==> src/rtl/core/pwic_pkg.sv <==
// Shared types and constants of the PID controller with integral clamp.
// Used by every module under rtl/core; depends on nothing else.
package pwic_pkg;

  // Default width of the internal error path.
  localparam int DATA_WIDTH_DEF = 32;

  // Port field widths (fixed by the stream format).
  localparam int FIELD_W      = 32;
  localparam int IN_TDATA_W   = 2 * FIELD_W;
  localparam int IN_TUSER_W   = 1;
  localparam int OUT_TDATA_W  = 2 * FIELD_W;
  localparam int OUT_TUSER_W  = 2;

  // Bit positions inside the result tuser.
  localparam int OUT_CLAMP_BIT = 0;
  localparam int OUT_SAT_BIT   = 1;

  // Configuration register file.
  localparam int GAIN_W     = 31;
  localparam int LIM_W      = 31;
  localparam int SUM_LIM_W  = 39;
  localparam int CFG_W      = 39;
  localparam int CFG_ADDR_W = 3;

  typedef enum logic [CFG_ADDR_W-1:0] {
    REG_PROP_GAIN        = 3'd0,
    REG_INTEG_GAIN       = 3'd1,
    REG_DERIV_GAIN       = 3'd2,
    REG_INTEG_TERM_LIMIT = 3'd3,
    REG_INTEG_SUM_LIMIT  = 3'd4,
    REG_DRIVE_LIMIT      = 3'd5
  } cfg_reg_t;

  typedef struct packed {
    logic [GAIN_W-1:0]    prop_gain;
    logic [GAIN_W-1:0]    integ_gain;
    logic [GAIN_W-1:0]    deriv_gain;
    logic [LIM_W-1:0]     integ_term_limit;
    logic [SUM_LIM_W-1:0] integ_sum_limit;
    logic [LIM_W-1:0]     drive_limit;
  } cfg_t;

  // Q16.16 fraction.
  localparam int FRAC_W = 16;

  // Running error sum.
  localparam int SUM_W = 40;

  // Clamp threshold divider: quotient of {term limit, all-ones fraction} by the gain.
  localparam int QUO_W      = LIM_W + FRAC_W;
  localparam int DIV_STEPS  = QUO_W;
  localparam int DIV_CNT_W  = $clog2(DIV_STEPS + 1);

  // Term magnitudes saturate at 2^60; signed terms and their total.
  localparam int TERM_MAG_W = 61;
  localparam int TERM_W     = TERM_MAG_W + 1;
  localparam int TOTAL_W    = TERM_W + 2;
  localparam logic [TERM_MAG_W-1:0] TERM_CAP = TERM_MAG_W'(1) << (TERM_MAG_W - 1);

  // Register stages inside one term unit (magnitude, partial products, combine).
  localparam int TERM_LAT = 3;

endpackage

==> src/rtl/core/pwic_out.sv <==
// Total of the three terms, output saturation and the result register,
// plus the delay line that keeps error and clamp flag aligned. Uses pwic_pkg.
module pwic_out
  import pwic_pkg::*;
#(
  parameter int DATA_WIDTH = DATA_WIDTH_DEF
) (
  input  logic                         clk,
  input  logic                         rst,
  input  logic                         advance,
  input  logic                         valid_a,
  input  logic signed [DATA_WIDTH-1:0] err_a,
  input  logic                         clamp_a,
  input  logic signed [TERM_W-1:0]     term_p,
  input  logic signed [TERM_W-1:0]     term_i,
  input  logic signed [TERM_W-1:0]     term_d,
  input  logic [LIM_W-1:0]             drive_limit,
  output logic                         m_valid,
  output logic [OUT_TDATA_W-1:0]       m_data,
  output logic [OUT_TUSER_W-1:0]       m_user
);

  localparam int DLY = TERM_LAT + 1;

  logic                         valid_d [DLY];
  logic signed [DATA_WIDTH-1:0] err_d   [DLY];
  logic                         clamp_d [DLY];
  logic signed [TOTAL_W-1:0]    total;
  logic signed [TOTAL_W-1:0]    lim_t;
  logic                         sat_hi;
  logic                         sat_lo;
  logic [FIELD_W-1:0]           drive;
  logic [FIELD_W-1:0]           lim_f;

  always_ff @(posedge clk) begin
    if (rst) begin
      for (int i = 0; i < DLY; i++) begin
        valid_d[i] <= 1'b0;
      end
      m_valid <= 1'b0;
    end else if (advance) begin
      valid_d[0] <= valid_a;
      for (int i = 1; i < DLY; i++) begin
        valid_d[i] <= valid_d[i-1];
      end
      m_valid <= valid_d[DLY-1];
    end
  end

  always_ff @(posedge clk) begin
    if (advance) begin
      err_d[0]   <= err_a;
      clamp_d[0] <= clamp_a;
      for (int i = 1; i < DLY; i++) begin
        err_d[i]   <= err_d[i-1];
        clamp_d[i] <= clamp_d[i-1];
      end
      total <= TOTAL_W'(term_p) + TOTAL_W'(term_i) + TOTAL_W'(term_d);
    end
  end

  always_comb begin
    lim_t  = $signed(TOTAL_W'(drive_limit));
    lim_f  = FIELD_W'(drive_limit);
    sat_hi = total > lim_t;
    sat_lo = total < -lim_t;
    priority if (sat_hi) begin
      drive = lim_f;
    end else if (sat_lo) begin
      drive = -lim_f;
    end else begin
      drive = total[FIELD_W-1:0];
    end
  end

  always_ff @(posedge clk) begin
    if (advance) begin
      m_data                <= {FIELD_W'(err_d[DLY-1]), drive};
      m_user[OUT_CLAMP_BIT] <= clamp_d[DLY-1];
      m_user[OUT_SAT_BIT]   <= sat_hi || sat_lo;
    end
  end

endmodule

==> config.mk <==
export PLATFORM = sky130hd
export DESIGN_NAME = pwic_out
export DESIGN_NICKNAME = d
export VERILOG_FILES = /design/src/rtl/core/pwic_pkg.sv /design/src/rtl/core/pwic_out.sv
export SDC_FILE = /design/constraint.sdc
export NUM_CORES = 1
export LEC_CHECK = 0
export BUFFER_PORTS_ARGS = -buffer_cell sky130_fd_sc_hd__buf_2
export CORE_ASPECT_RATIO = 1.75
export CORE_MARGIN = 4
export CORE_UTILIZATION = 30
export DETAILED_ROUTE_END_ITERATION = 8
export MAX_ROUTING_LAYER = met4
export PLACE_DENSITY_LB_ADDON = 0.08
export RECOVER_POWER = 50
export SYNTH_ARGS = -nofsm -noshare
export SYNTH_HDL_FRONTEND = slang
export SYNTH_SLANG_ARGS = --single-unit
export TNS_END_PERCENT = 50
==> constraint.sdc <==
create_clock -name clk -period 7.75 [get_ports clk]
set_input_delay 1.55 -clock clk [delete_from_list [all_inputs] [get_ports clk]]
set_output_delay 1.55 -clock clk [all_outputs]
set_load 0.02 [all_outputs]
-- Yosys cells after proc, flatten, opt, wreduce, memory -nomap -nowiden
Memory sizes are Yosys's and may differ from the RTL's. A register that Yosys moved wholly into a read port is not among the register bits.
Index checks and enable logic that the tools add are counted.
- memory bits (writable): 136
- input bits: 254
- logic and storage cells: 30
- memories: 3
- flip-flop bits (word level): 130
- output and inout port bits: 67
- memories (memory ; words ; width ; rd ports ; clocked after Yosys merged registers in ; write ports ; RTL line ; source):
    err_d ; 4 ; 32 ; 4 ; 1 ; 4 ; pwic_out.sv:26 ; logic signed [DATA_WIDTH-1:0] err_d [DLY];
    clamp_d ; 4 ; 1 ; 4 ; 1 ; 4 ; pwic_out.sv:27 ; logic clamp_d [DLY];
    valid_d ; 4 ; 1 ; 4 ; 1 ; 4 ; pwic_out.sv:25 ; logic valid_d [DLY];
- mux-type cells: 12
- bitwise gates (word level): 4
- reduce and logical (&&, ||, !) cells: 1
- order comparisons: 2
- add/sub/neg operators: 4
- operators with widths (kind ; count):
    adder 63 x 62 -> 64 bit ; 1
    greater-than comparator 64 x 32 -> 1 bit ; 1
    < comparator 64 bit ; 1
    negator 31 -> 64 bit ; 1
    adder 62 x 62 -> 63 bit ; 1
    2-to-1 mux 32 bit ; 1
    negator 31 -> 32 bit ; 1
    2-to-1 mux 31 bit ; 1
    2-to-1 mux 1 bit ; 10
    OR 1 bit ; 4
    logical OR 1 bit ; 1

-- Longest topological paths before layout
Gate-level depths: netlist (run 1).
- word-level depth: 4
- depth in mapped cells: 23
- depth with buffers taken out: 20

-- Least setup slack after synthesis (run 1)
OpenSTA, ideal clock, no wires.
- path kind: in2reg
- start point: input port drive_limit[1]
- end point: register m_data[9] (data pin)
- library setup time: 0.261 ns
- slack: 0.986 ns
- cell stages on the path: 22
- data arrival time: 6.503 ns
- path through: inv_1 > ha_1 > or3b_4 > or4_4 > nor4_4 > nand3_2 > nor2_2 > nand4_1 > clkbuf_1 > nor3_1 > ha_1 > inv_1 > ha_1 > nand4_1 > or3_1 > nor3_1 > o41ai_1 > a211oi_1 > or4_1 > clkbuf_1 > nand2_1 > a311o_1
- cells in the longest elaborated chain, start to end: 4
- elaborated cells on any way between the ends: 6
- those cells by class: 2 x add/sub; 2 x order compare; 2 x mux
- RTL lines (what ; RTL line ; source):
    start, declared ; pwic_out.sv:17 ; input logic [LIM_W-1:0] drive_limit,
    negator 31 -> 64 bit ; pwic_out.sv:66 ; sat_lo = total < -lim_t;
    < comparator 64 bit ; pwic_out.sv:66 ;
    2-to-1 mux 32 bit ; pwic_out.sv:69 ; end else if (sat_lo) begin
    2-to-1 mux 31 bit * ; pwic_out.sv:67 ; priority if (sat_hi) begin
    via drive[9] ; pwic_out.sv:32 ; logic [FIELD_W-1:0] drive;
    end signal, assigned ; pwic_out.sv:78 ; m_data <= {FIELD_W'(err_d[DLY-1]), drive};
    end, declared ; pwic_out.sv:19 ; output logic [OUT_TDATA_W-1:0] m_data,
Mark *: on every way through the listed nets, which the timed path passes. The rest lies on a longest branch.
A chain may end at the register's enable or synchronous reset.

-- Worst setup path after layout (run 1)
- start point: input port drive_limit[1]
- end point: register m_data[28] (data pin)
Same word-level chain as after synthesis.

==> results of run 1 <==
## area by class of cell
type                       instances  share of cell area
multi-input combinational       1025              0.4206
sequential                       267              0.3979
timing repair buffer             332             0.08492
tap                              696             0.04327
clock buffer                      29             0.03394
inverter                          60             0.01119
clock inverter                    18            0.006963
antenna                           10            0.001243
## cells in the mapped netlist (4+ instances only)
cell type	count	area, um2
nand4_1	36	225.2
nand2_1	80	300.3
nand3_1	26	130.1
o21ai_0	38	190.2
a21o_1	91	683.2
nor4_1	47	294.0
clkbuf_1	52	195.2
and2_1	9	56.30
fa_1	63	1261
a21oi_1	92	460.4
o211ai_1	28	210.2
and3_1	11	68.82
nor3_1	29	145.1
o21ai_1	4	20.02
xnor2_1	60	525.5
a31oi_1	16	100.1
inv_1	59	221.5
edfxtp_1	266	7988
o21bai_1	13	97.59
a221oi_1	4	35.03
nor2b_1	12	75.07
o41ai_1	6	52.55
xor2_1	22	192.7
o21a_1	11	82.58
o221ai_1	14	122.6
a211oi_1	12	90.09
nor2_1	53	198.9
and4_1	4	35.03
ha_1	158	1977
or3_1	4	25.02
a311o_1	8	80.08
or4_1	12	90.09
## where the power goes
part / leakage [nW] / switching [mW] / total, mW / internal, mW
Sequential: 2.62 / 0.147 / 2.01 / 1.87
Clock: 0.400 / 0.566 / 1.24 / 0.676
Combinational: 5.39 / 0.908 / 1.52 / 0.613
## worst max-delay path, cell delays in order
cell      delay, ps
buf_2           130
inv_1            80
ha_1            220
or3b_4          440
or4_4           480
nor4_4          270
nand3_2         170
nor2_2          270
nand4_1         120
buf_4           230
nor3_1          170
ha_1            150
inv_1            50
ha_1            290
nand4_1         110
or3_1           420
nor3_1          210
o41ai_1         120
a211oi_1        260
buf_4           190
or4_1           440
nand2_1         330
a311o_1         440
## state kept, by name (all words and copies together), names as in the netlist
name,count
m_user,2
err_d,128
m_valid,1
m_data,64
clamp_d,4
valid_d,4
total,64
## cell families after synthesis
kind of cell / after synthesis / synth area share
fa+ha+maj: 221 / 0.1918
compound gates: 371 / 0.1502
buf+inv: 116 / 0.02631
flops: 267 / 0.4743
xor+xnor: 82 / 0.04254
mux: 4 / 0.002446
simple gates: 347 / 0.1124
## cell usage in the layout, fill, tap and decap left out, types with 13 or more instances in the layout
master	n
nor4_1	47
nand3_1	26
clkbuf_16	27
nor3_1	29
a21oi_1	92
o221ai_1	14
xnor2_1	60
a21o_1	91
o211ai_1	28
nand4_1	36
nor2_1	53
o21bai_1	13
edfxtp_1	266
buf_2	313
xor2_1	22
a31oi_1	16
ha_1	158
inv_1	59
nand2_1	80
fa_1	63
o21ai_0	38
## per-stage QoR
| stage | total power, mW | std cells | utilization | setup WS, ps | hold WS [ps] |
|---|---|---|---|---|---|
| 2_1_floorplan | 2.987 | 1408 | - | 986.3 | 400.3 |
| 6_report | 4.776 | 2437 | 0.3627 | 897.4 | 415.6 |
| 5_1_grt | 5.107 | 2437 | 0.3627 | 657.8 | 419.4 |
| 3_5_place_dp | 3.587 | 2380 | 0.3478 | 343.3 | 404.5 |
| 4_1_cts | 4.870 | 2427 | 0.3626 | 913.6 | 416.7 |
| 3_3_place_gp | 3.581 | 2380 | 0.3478 | 483.2 | 400.6 |
## worst paths after layout
| path | startpoint | to | slack, ps | cells after the start |
|---|---|---|---|---|
| max reg2reg | total[21] | m_data[4] | 3430 | 11 |
| min reg2reg | err_d[0][16] | err_d[1][16] | 420 | 0 |
| max | drive_limit[1] | m_data[28] | 900 | 23 |
| min | err_d[0][16] | err_d[1][16] | 420 | 0 |
## per-layer routing
| layer | share of wire | track usage |
|---|---|---|
| met3 | 0.054 | 0.02689 |
| met4 | 0.020 | 0.03585 |
| met2 | 0.54 | 0.3010 |
| met1 | 0.39 | 0.1807 |
| met5 | 0 | - |
==> impl_metrics.prom, run 1 <==
# TYPE chip_impl_metric gauge
chip_impl_info{name="run_status",value="finished, violations left"} 1
chip_impl_info{name="failed_checks",value="max-capacitance violations, max-slew violations"} 1
chip_impl_metric{name="timing.fmax",unit="MHz"} 145.9
chip_impl_metric{name="design.final.nets",unit=""} 2188
chip_impl_metric{name="postCtsSetupBuffers",unit=""} 0
chip_impl_metric{name="synth_enable_flop_cells",unit=""} 266
chip_impl_metric{name="min_period_over_period",unit=""} 0.8842
chip_impl_metric{name="synth.lib_cells_used.distinct",unit=""} 72
chip_impl_metric{name="multi_input_area",unit="mm2"} 0.008466
chip_impl_metric{name="area_delta_synth_final",unit="%"} 19.22
chip_impl_metric{name="actual_transition_at_the_worst_max_transition_pin",unit="ps"} 3572
chip_impl_metric{name="first_global_vias",unit=""} 13090
chip_impl_metric{name="critical_path.max_fanout",unit=""} 16
chip_impl_metric{name="drt.antenna.violating_nets",unit=""} 0
chip_impl_metric{name="antenna_found_initial",unit=""} 12
chip_impl_metric{name="grt_overflow",unit=""} 0
chip_impl_info{name="timing_worst_setup_path_type",value="input pin to flop"} 1
chip_impl_metric{name="worst_ep_arrival_time",unit="ps"} 7140
chip_impl_metric{name="clk_latency",unit="ps"} 550
chip_impl_metric{name="routed_wirelength",unit="mm"} 48.97
chip_impl_metric{name="area_post_placement",unit="mm2"} 0.01930
chip_impl_metric{name="floorplan.rows",unit=""} 114
chip_impl_metric{name="totalNegativeSetupSlack",unit="ps"} 0
chip_impl_metric{name="clock-skew-final",unit="ps"} 20.56
chip_impl_metric{name="dr.pass1.iters",unit=""} 6
chip_impl_metric{name="layout.cell_area.non_filler",unit="mm2"} 0.02013
chip_impl_metric{name="power.density",unit="mW/mm2"} 237.3
chip_impl_metric{name="final_layout_size_suffix_gt1_frac",unit=""} 0.2282
chip_impl_metric{name="grt_first_pass_wirelength",unit="mm"} 74.98
chip_impl_metric{name="ys_seq_elements",unit=""} 267
chip_impl_metric{name="crit_required",unit="ps"} 8030
chip_impl_metric{name="floorplan.die_area",unit="mm2"} 0.06028
chip_impl_metric{name="grt.total_usage",unit=""} 0.1614
chip_impl_metric{name="worst_slew_margin_rel",unit=""} -1.381
chip_impl_info{name="unrepaired_setup_endpoints_after_global_routing",value="no"} 1
chip_impl_metric{name="grt_max_degree",unit=""} 139
chip_impl_metric{name="power.leakage",unit="nW"} 8.410
chip_impl_metric{name="clkSlewWorstSetupHoldPaths",unit="ps"} 80
chip_impl_info{name="root_buffer",value="clkbuf_16"} 1
chip_impl_metric{name="synthesis.instances",unit=""} 1408
chip_impl_metric{name="final_max_slew_viol_count",unit=""} 138
chip_impl_metric{name="ys_warn_count",unit=""} 0
chip_impl_metric{name="area.sequential",unit="mm2"} 0.008008
chip_impl_metric{name="synth.avg_cell_area",unit="um2"} 11.99
chip_impl_metric{name="synth-async-reset-ratio",unit=""} 0
chip_impl_metric{name="fillers",unit=""} 5458
chip_impl_metric{name="ctsLongestPathBuffers",unit=""} 3
chip_impl_info{name="min-delay-path-class",value="flop to flop"} 1
chip_impl_metric{name="final_number_of_setup_violating_endpoints",unit=""} 0
chip_impl_metric{name="synthesis.nets",unit=""} 1883
chip_impl_metric{name="chipHeight",unit="um"} 321.8
chip_impl_metric{name="cap_violations",unit=""} 1
chip_impl_metric{name="cts-resized-gates",unit=""} 0
chip_impl_info{name="primary_flip_flop_cell_chosen_by_synthesis_mapping",value="edfxtp_1"} 1
chip_impl_metric{name="htreeDepth",unit=""} 1
chip_impl_metric{name="max_ir_drop_vdd",unit="mV"} 0.1308
chip_impl_info{name="startpoint_types",value="input pin"} 1
chip_impl_metric{name="final.min_clock_period",unit="ps"} 6853
chip_impl_metric{name="hold_viol_final",unit=""} 0
chip_impl_metric{name="vias_per_cell",unit=""} 5.119
chip_impl_metric{name="port-buffer-count",unit=""} 320
chip_impl_metric{name="cts_hold_repair.buffers",unit=""} 0
chip_impl_metric{name="routed_wire_length_per_instance",unit="um"} 20.10
chip_impl_metric{name="gp_routability_congestion",unit=""} 0.8622
chip_impl_metric{name="drt_iter0_drc",unit=""} 561
chip_impl_metric{name="floorplan.io_pins",unit=""} 321
chip_impl_metric{name="drc",unit=""} 0
chip_impl_metric{name="cts.sinks",unit=""} 267
chip_impl_metric{name="core_region_area",unit="mm2"} 0.05549
chip_impl_metric{name="route.vias.total",unit=""} 12470
chip_impl_metric{name="synth.cell_area",unit="mm2"} 0.01688
chip_impl_info{name="setup.worst_path.end_class",value="flop"} 1
chip_impl_metric{name="die_x",unit="um"} 187.3
chip_impl_metric{name="cts-buffers-inserted",unit=""} 27
chip_impl_metric{name="dpl.hpwl",unit="mm"} 38.28
chip_impl_metric{name="seq_area_frac_synth",unit=""} 0.4743
chip_impl_metric{name="initial_utilization",unit=""} 0.3043
chip_impl_info{name="cts_tree",value="yes"} 1
(Power assumes the default switching activity.)
==> run 2: changes to the inputs <==
==> constraint.sdc (replaced) <==
create_clock -name clk -period 7.75 [get_ports clk]
set_input_delay 1.9375 -clock clk [delete_from_list [all_inputs] [get_ports clk]]
set_output_delay 1.9375 -clock clk [all_outputs]
set_load 0.02 [all_outputs]
==> run 2 against run 1 <==
Against the previous run: the flow still finishes with violations (max-capacitance violations, max-slew violations); count of clock-buffer cells in the layout shrank 1; combinational power is essentially flat; hold slack gained 2.4 ps; total power grew 1.8%; critical endpoint is now m_data[13]; largest power group unchanged.
==> impl_metrics.prom, run 2 (synthesis gave the netlist of run 1 again) <==
# TYPE chip_impl_metric gauge
chip_impl_info{name="run_status",value="finished, violations left"} 1
chip_impl_info{name="failed_checks",value="max-capacitance violations, max-slew violations"} 1
chip_impl_metric{name="grt.total_usage",unit=""} 0.1629
chip_impl_metric{name="crit_required",unit="ps"} 8040
chip_impl_metric{name="layout.cell_area.non_filler",unit="mm2"} 0.02023
chip_impl_metric{name="worst_ep_arrival_time",unit="ps"} 7230
chip_impl_metric{name="port-buffer-count",unit=""} 320
chip_impl_info{name="largest-register",value="err_d"} 1
chip_impl_metric{name="clkSlewWorstSetupHoldPaths",unit="ps"} 60
chip_impl_metric{name="floorplan.rows",unit=""} 114
chip_impl_metric{name="floorplan.io_pins",unit=""} 321
chip_impl_info{name="final_cell_mix",value="buf_2 (312), edfxtp_1 (266), ha_1 (158), a21oi_1 (92), a21o_1 (91)"} 1
chip_impl_info{name="timing_worst_setup_path_type",value="input pin to flop"} 1
chip_impl_metric{name="initial_utilization",unit=""} 0.3043
chip_impl_metric{name="actual_transition_at_the_worst_max_transition_pin",unit="ps"} 4274
chip_impl_metric{name="switching_fraction",unit=""} 0.3314
chip_impl_metric{name="p_seq_frac",unit=""} 0.414
chip_impl_metric{name="first_global_vias",unit=""} 13030
chip_impl_metric{name="share_of_total_power_in_combinational_logic",unit=""} 0.314
chip_impl_metric{name="final_layout_size_suffix_gt1_frac",unit=""} 0.2297
chip_impl_info{name="root_buffer",value="clkbuf_16"} 1
chip_impl_metric{name="final.min_clock_period",unit="ps"} 6939
chip_impl_info{name="crit_start",value="drive_limit[1]"} 1
chip_impl_metric{name="final_cell_count_no_fill",unit=""} 2444
chip_impl_metric{name="area_post_placement",unit="mm2"} 0.01936
chip_impl_info{name="unrepaired_setup_endpoints_after_global_routing",value="no"} 1
chip_impl_metric{name="ctsLongestPathBuffers",unit=""} 3
chip_impl_metric{name="cellInternalPower",unit="mW"} 3.250
chip_impl_metric{name="final_number_of_setup_violating_endpoints",unit=""} 0
chip_impl_metric{name="cts_hold_repair.buffers",unit=""} 0
chip_impl_info{name="largest_registers",value="err_d x128, m_data x64, total x64"} 1
chip_impl_metric{name="dpl.hpwl",unit="mm"} 39.40
chip_impl_metric{name="grt_max_degree",unit=""} 128
chip_impl_metric{name="cts-resized-gates",unit=""} 0
chip_impl_metric{name="core_region_area",unit="mm2"} 0.05549
chip_impl_metric{name="cts.sinks",unit=""} 267
chip_impl_metric{name="hold_viol_final",unit=""} 0
chip_impl_metric{name="power.density",unit="mW/mm2"} 240.2
chip_impl_metric{name="dr.pass1.iters",unit=""} 5
chip_impl_metric{name="design.final.nets",unit=""} 2196
chip_impl_metric{name="clkPwrFrac",unit=""} 0.272
chip_impl_info{name="worst_r2r_startpoint",value="total[21]"} 1
chip_impl_metric{name="routed_wirelength",unit="mm"} 49.60
chip_impl_metric{name="postCtsSetupBuffers",unit=""} 0
chip_impl_metric{name="floorplan.die_area",unit="mm2"} 0.06028
chip_impl_info{name="cts_tree",value="yes"} 1
chip_impl_metric{name="grt_first_pass_wirelength",unit="mm"} 75.14
chip_impl_metric{name="largest_register_ffs",unit=""} 128
chip_impl_metric{name="die_x",unit="um"} 187.3
chip_impl_metric{name="cts-buffers-inserted",unit=""} 26
chip_impl_metric{name="max_ir_drop_vdd",unit="mV"} 0.1256
chip_impl_info{name="worstSetupEndpoint",value="m_data[13]"} 1
chip_impl_metric{name="gp_routability_congestion",unit=""} 0.8792
chip_impl_metric{name="final_max_slew_viol_count",unit=""} 204
chip_impl_metric{name="grt_overflow",unit=""} 0
chip_impl_metric{name="power.leakage",unit="nW"} 8.469
chip_impl_metric{name="totalNegativeSetupSlack",unit="ps"} 0
chip_impl_info{name="mostFrequentLayoutCell",value="buf_2"} 1
chip_impl_metric{name="routed_wire_length_per_instance",unit="um"} 20.29
chip_impl_metric{name="chipHeight",unit="um"} 321.8
chip_impl_metric{name="clock-skew-final",unit="ps"} 12.61
chip_impl_metric{name="regToRegSetupSlack",unit="ps"} 3290
chip_impl_metric{name="drt.antenna.violating_nets",unit=""} 0
chip_impl_metric{name="switchingPower",unit="mW"} 1.611
chip_impl_info{name="critical_path.reg2reg.endpoint",value="m_data[4]"} 1
chip_impl_metric{name="area.sequential",unit="mm2"} 0.008008
chip_impl_metric{name="multi_input_area",unit="mm2"} 0.008466
chip_impl_metric{name="drt_iter0_drc",unit=""} 701
chip_impl_info{name="startpoint_types",value="input pin"} 1
chip_impl_metric{name="vias_per_cell",unit=""} 5.148
chip_impl_metric{name="route.vias.total",unit=""} 12580
chip_impl_metric{name="area_delta_synth_final",unit="%"} 19.85
chip_impl_metric{name="htreeDepth",unit=""} 1
chip_impl_metric{name="drc",unit=""} 0
chip_impl_metric{name="timing.fmax",unit="MHz"} 144.1
chip_impl_metric{name="clk_latency",unit="ps"} 540
chip_impl_metric{name="fillers",unit=""} 5499
chip_impl_metric{name="min_period_over_period",unit=""} 0.8953
chip_impl_metric{name="antenna_found_initial",unit=""} 11
chip_impl_metric{name="numPlacedInstances",unit=""} 2389
chip_impl_metric{name="critical_path.max_fanout",unit=""} 30
chip_impl_metric{name="cap_violations",unit=""} 2
chip_impl_metric{name="totalPowerFinal",unit="mW"} 4.860
chip_impl_metric{name="fin_hold_ws",unit="ps"} 418.0
chip_impl_info{name="setup.worst_path.end_class",value="flop"} 1
chip_impl_metric{name="worst_slew_margin_rel",unit=""} -1.849
chip_impl_metric{name="ff2ff_path_depth",unit=""} 11
chip_impl_info{name="min-delay-path-class",value="flop to flop"} 1
run 2: changes by cell type in the layout (fill, tap and decap cells not counted), sizes merged:
cell / delta
clkbuf: +1
inv: -3
diode: +1
bufinv: +3
buf: +7
clkinvlp: -2
run 2: per-stage QoR:
step,setup slack [ps],util
finish,811.0,0.3647
global route,224.6,0.3646
CTS,774.4,0.3648
detailed placement,203.3,0.3490
global placement,320.0,0.3490
floorplan,598.8,-
run 2: final cells by class:
class / count / share of cell area
multi-input cells: 1025 / 0.4184
flip-flops and latches: 267 / 0.3957
repair buffers: 341 / 0.08706
well taps: 696 / 0.04304
clock buffers: 28 / 0.03358
inverters: 60 / 0.01113
clock inverters: 16 / 0.009708
diodes: 11 / 0.001360
run 2: worst min path at each step:
stage / from / to / cells after the start
2_1_floorplan: clamp_d[0] / clamp_d[1] / 0
3_3_place_gp: err_d[0][10] / err_d[1][10] / 0
3_5_place_dp: err_d[0][28] / err_d[1][28] / 0
4_1_cts: err_d[2][1] / err_d[3][1] / 0
5_1_grt: err_d[0][22] / err_d[1][22] / 0
6_report: err_d[2][18] / err_d[3][18] / 0
run 2: per-layer routing:
| layer | routed length [um] | track usage | up-vias |
|---|---|---|---|
| met3 | 2828 | 0.02418 | 78 |
| met2 | 25880 | 0.2948 | 393 |
| li1 | - | - | 6084 |
| met4 | 1770 | 0.05493 | 0 |
| met5 | 0 | - | - |
| met1 | 19120 | 0.1841 | 6026 |
run 2: power by group through the flow:
stage / registers (mW) / logic (mW) / clock network (mW)
floorplan: 2.01 / 0.976 / 0
global placement: 2.05 / 1.53 / 0
detailed placement: 2.05 / 1.55 / 0
CTS: 2.02 / 1.56 / 1.38
global route: 2.03 / 1.73 / 1.43
finish: 2.01 / 1.53 / 1.32
run 2: critical path: stages:
cell and delay [ps]:
buf_2 130, inv_1 80, ha_1 230, or3b_4 450, or4_4 470, nor4_4 270, nand3_2 170, nor2_2 270
nand4_1 170, buf_4 240, nor4_1 200, ha_1 300, a21o_1 160, a21oi_1 130, nor2_1 50, a211oi_1 200
o211ai_1 140, a221o_1 420, nor4_4 200, buf_4 400, buf_4 210, nor4_1 50, a311o_1 340
==> run 3: changes to the inputs <==
--- a/config.mk
+++ b/config.mk
@@ -8,11 +8,11 @@
 export BUFFER_PORTS_ARGS = -buffer_cell sky130_fd_sc_hd__buf_2
 export CORE_ASPECT_RATIO = 1.75
 export CORE_MARGIN = 4
-export CORE_UTILIZATION = 30
+export CORE_UTILIZATION = 45
 export DETAILED_ROUTE_END_ITERATION = 8
 export MAX_ROUTING_LAYER = met4
 export PLACE_DENSITY_LB_ADDON = 0.08
-export RECOVER_POWER = 50
+export RECOVER_POWER = 100
 export SYNTH_ARGS = -nofsm -noshare
 export SYNTH_HDL_FRONTEND = slang
 export SYNTH_SLANG_ARGS = --single-unit
==> run 3 against run 2 <==
Against the previous run: the flow still finishes with violations (max-capacitance violations, max-slew violations); hold slack got worse by 6.6 ps; critical path depth unchanged; cell count down 9.6%; sequential share of layout area increased by 1.1 points; total power down 3.3%; final area is 2.6% lower; global-route usage is 4.2 points higher.
==> impl_metrics.prom, run 3 (synthesis gave the netlist of run 1 again) <==
# TYPE chip_impl_metric gauge
chip_impl_info{name="cts_tree",value="yes"} 1
chip_impl_metric{name="clkSlewWorstSetupHoldPaths",unit="ps"} 60
chip_impl_metric{name="drc",unit=""} 0
chip_impl_metric{name="area_post_placement",unit="mm2"} 0.01904
chip_impl_metric{name="final_max_slew_viol_count",unit=""} 268
chip_impl_metric{name="worst_slew_margin_rel",unit=""} -1.206
chip_impl_metric{name="grt_max_degree",unit=""} 139
chip_impl_info{name="timing_worst_setup_path_type",value="input pin to flop"} 1
chip_impl_info{name="root_buffer",value="clkbuf_16"} 1
chip_impl_info{name="startpoint_types",value="input pin"} 1
chip_impl_metric{name="worst_hold_path.num_cells",unit=""} 0
chip_impl_metric{name="final_core_utilization",unit=""} 0.5341
chip_impl_metric{name="totalNegativeSetupSlack",unit="ps"} 0
chip_impl_metric{name="largest_register_ffs",unit=""} 128
chip_impl_metric{name="initial_utilization",unit=""} 0.4577
chip_impl_metric{name="final_layout_size_suffix_gt1_frac",unit=""} 0.1779
chip_impl_metric{name="pre_cts_slack",unit="ps"} 97.27
chip_impl_metric{name="cts.sinks",unit=""} 267
chip_impl_metric{name="floorplan.io_pins",unit=""} 321
chip_impl_metric{name="timing.fmax",unit="MHz"} 138.5
chip_impl_info{name="unrepaired_setup_endpoints_after_global_routing",value="no"} 1
chip_impl_info{name="end_point_of_the_most_critical_hold_path",value="err_d[1][0]"} 1
chip_impl_metric{name="clock-skew-final",unit="ps"} 12.88
chip_impl_metric{name="cts_hold_repair.buffers",unit=""} 0
chip_impl_metric{name="routed_wire_length_per_instance",unit="um"} 19.10
chip_impl_metric{name="dpl.hpwl",unit="mm"} 32.79
chip_impl_info{name="min-delay-path-class",value="flop to flop"} 1
chip_impl_metric{name="fin_hold_ws",unit="ps"} 411.4
chip_impl_metric{name="routed_wirelength",unit="mm"} 42.21
chip_impl_metric{name="cts-buffers-inserted",unit=""} 24
chip_impl_metric{name="floorplan.rows",unit=""} 93
chip_impl_metric{name="drt_iter0_drc",unit=""} 590
chip_impl_info{name="final_cell_mix",value="edfxtp_1 (266), buf_2 (236), ha_1 (158), a21oi_1 (92)"} 1
chip_impl_metric{name="max_ir_drop_vdd",unit="mV"} 0.1365
chip_impl_metric{name="totalPowerFinal",unit="mW"} 4.701
chip_impl_metric{name="core_region_area",unit="mm2"} 0.03689
chip_impl_info{name="largest_registers",value="err_d x128, m_data x64, total x64"} 1
chip_impl_info{name="worst_r2r_startpoint",value="total[23]"} 1
chip_impl_metric{name="area_delta_synth_final",unit="%"} 16.70
chip_impl_metric{name="final_cell_count_no_fill",unit=""} 2210
chip_impl_metric{name="cap_violations",unit=""} 2
chip_impl_info{name="setup.worst_path.end_class",value="flop"} 1
chip_impl_info{name="mostFrequentLayoutCell",value="edfxtp_1"} 1
chip_impl_metric{name="critical_path.max_fanout",unit=""} 25
chip_impl_metric{name="route.vias.total",unit=""} 12560
chip_impl_metric{name="clk_latency",unit="ps"} 520
chip_impl_metric{name="final.min_clock_period",unit="ps"} 7221
chip_impl_metric{name="first_global_vias",unit=""} 12910
chip_impl_metric{name="final_number_of_setup_violating_endpoints",unit=""} 0
chip_impl_metric{name="crit_required",unit="ps"} 8010
chip_impl_info{name="cp_slowest_cell",value="or4_4"} 1
chip_impl_metric{name="power.density",unit="mW/mm2"} 238.6
chip_impl_metric{name="drt.antenna.violating_nets",unit=""} 0
chip_impl_metric{name="regToRegSetupSlack",unit="ps"} 3530
chip_impl_info{name="critical_path.reg2reg.endpoint",value="m_data[4]"} 1
chip_impl_metric{name="numPlacedInstances",unit=""} 2164
chip_impl_metric{name="power.leakage",unit="nW"} 8.182
chip_impl_metric{name="antenna_found_initial",unit=""} 3
chip_impl_metric{name="ff2ff_path_depth",unit=""} 11
chip_impl_info{name="run_status",value="finished, violations left"} 1
chip_impl_metric{name="port-buffer-count",unit=""} 320
chip_impl_info{name="cp_cell_sequence",value="clkbuf_1, inv_1, ha_1, or3b_4, or4_4, nor4_4, nand3_1, nor2_2, nand4_1, nor3_1, ha_1, inv_1, ha_1, nand4_1, or3_1, nor3_1, o41ai_1, a211oi_1, buf_4, or4_1, buf_4, nand2_1, a311o_1"} 1
chip_impl_metric{name="cts-resized-gates",unit=""} 0
chip_impl_metric{name="grt_first_pass_wirelength",unit="mm"} 65.90
chip_impl_metric{name="timing.critical_path.slowest_cell_delay",unit="ps"} 470
chip_impl_info{name="hp-start",value="err_d[0][0]"} 1
chip_impl_metric{name="ctsLongestPathBuffers",unit=""} 3
chip_impl_info{name="failed_checks",value="max-capacitance violations, max-slew violations"} 1
chip_impl_metric{name="htreeDepth",unit=""} 1
chip_impl_metric{name="hold_viol_final",unit=""} 0
chip_impl_metric{name="min_period_over_period",unit=""} 0.9317
chip_impl_metric{name="die_x",unit="um"} 154.4
chip_impl_metric{name="dr.pass1.iters",unit=""} 5
chip_impl_metric{name="actual_transition_at_the_worst_max_transition_pin",unit="ps"} 3309
chip_impl_metric{name="design.final.nets",unit=""} 2190
chip_impl_metric{name="grt.total_usage",unit=""} 0.2052
chip_impl_metric{name="grt_overflow",unit=""} 0
chip_impl_metric{name="floorplan.die_area",unit="mm2"} 0.04080
chip_impl_metric{name="layout.cell_area.non_filler",unit="mm2"} 0.01970
chip_impl_metric{name="chipHeight",unit="um"} 264.2
chip_impl_metric{name="postCtsSetupBuffers",unit=""} 0
chip_impl_metric{name="gp_routability_congestion",unit=""} 0.8815
chip_impl_metric{name="vias_per_cell",unit=""} 5.682
chip_impl_metric{name="post-route-worst-setup-slack",unit="ps"} 529.5
chip_impl_info{name="largest-register",value="err_d"} 1
chip_impl_info{name="path_common_cell",value="ha_1"} 1
chip_impl_metric{name="worst_ep_arrival_time",unit="ps"} 7480
## run 3: cell count changes in the layout (fill, tap and decap cells not counted), sizes merged
cell / previous run / this run
diode: 11 / 4
clkinv: 10 / 6
clkinvlp: 2 / 1
clkbuf: 37 / 118
buf: 332 / 250
## run 3: routing by layer
| layer | wire, um | part of all wire | GRT usage |
|---|---|---|---|
| met3 | 1986 | 0.047 | 0.02327 |
| met4 | 1796 | 0.043 | 0.08218 |
| met2 | 22470 | 0.53 | 0.3754 |
| met5 | 0 | 0 | - |
| met1 | 15950 | 0.38 | 0.2251 |
## run 3: worst max-delay path by stage
stage,from,end,slack (ps),depth (start not counted)
detailed placement,drive_limit[0],m_data[28],100,23
finish,drive_limit[0],m_data[28],530,23
global placement,drive_limit[1],m_data[29],330,23
CTS,drive_limit[0],m_data[28],640,23
floorplan,drive_limit[1],m_data[9],600,22
global route,drive_limit[0],m_data[28],140,23
## run 3: critical path: cells and delay by family
family,cells,cell delay [ps]
AO/OA/AOI/OAI,3,870
AND/OR/NAND/NOR,12,3310
buffers and inverters,5,720
adder cells (fa/ha/maj),3,660
## run 3: layout make-up
class | instances | area, um2
Tap cell | 475 | 594.3
Fill cell | 3305 | 17190
Inverter | 60 | 225.2
Sequential cell | 267 | 8008
Clock buffer | 31 | 648.1
Multi-Input combinational cell | 1025 | 8439
Clock inverter | 11 | 161.4
Timing Repair Buffer | 337 | 1615
Antenna cell | 4 | 10.01
## run 3: power breakdown
part           switching (mW)  total (mW)  internal (mW)  leakage [nW]
combinational           0.871        1.47          0.597          5.17
clock                   0.504        1.23          0.724         0.389
sequential              0.137        2.01           1.87          2.62
total                    1.51        4.70           3.19          8.18
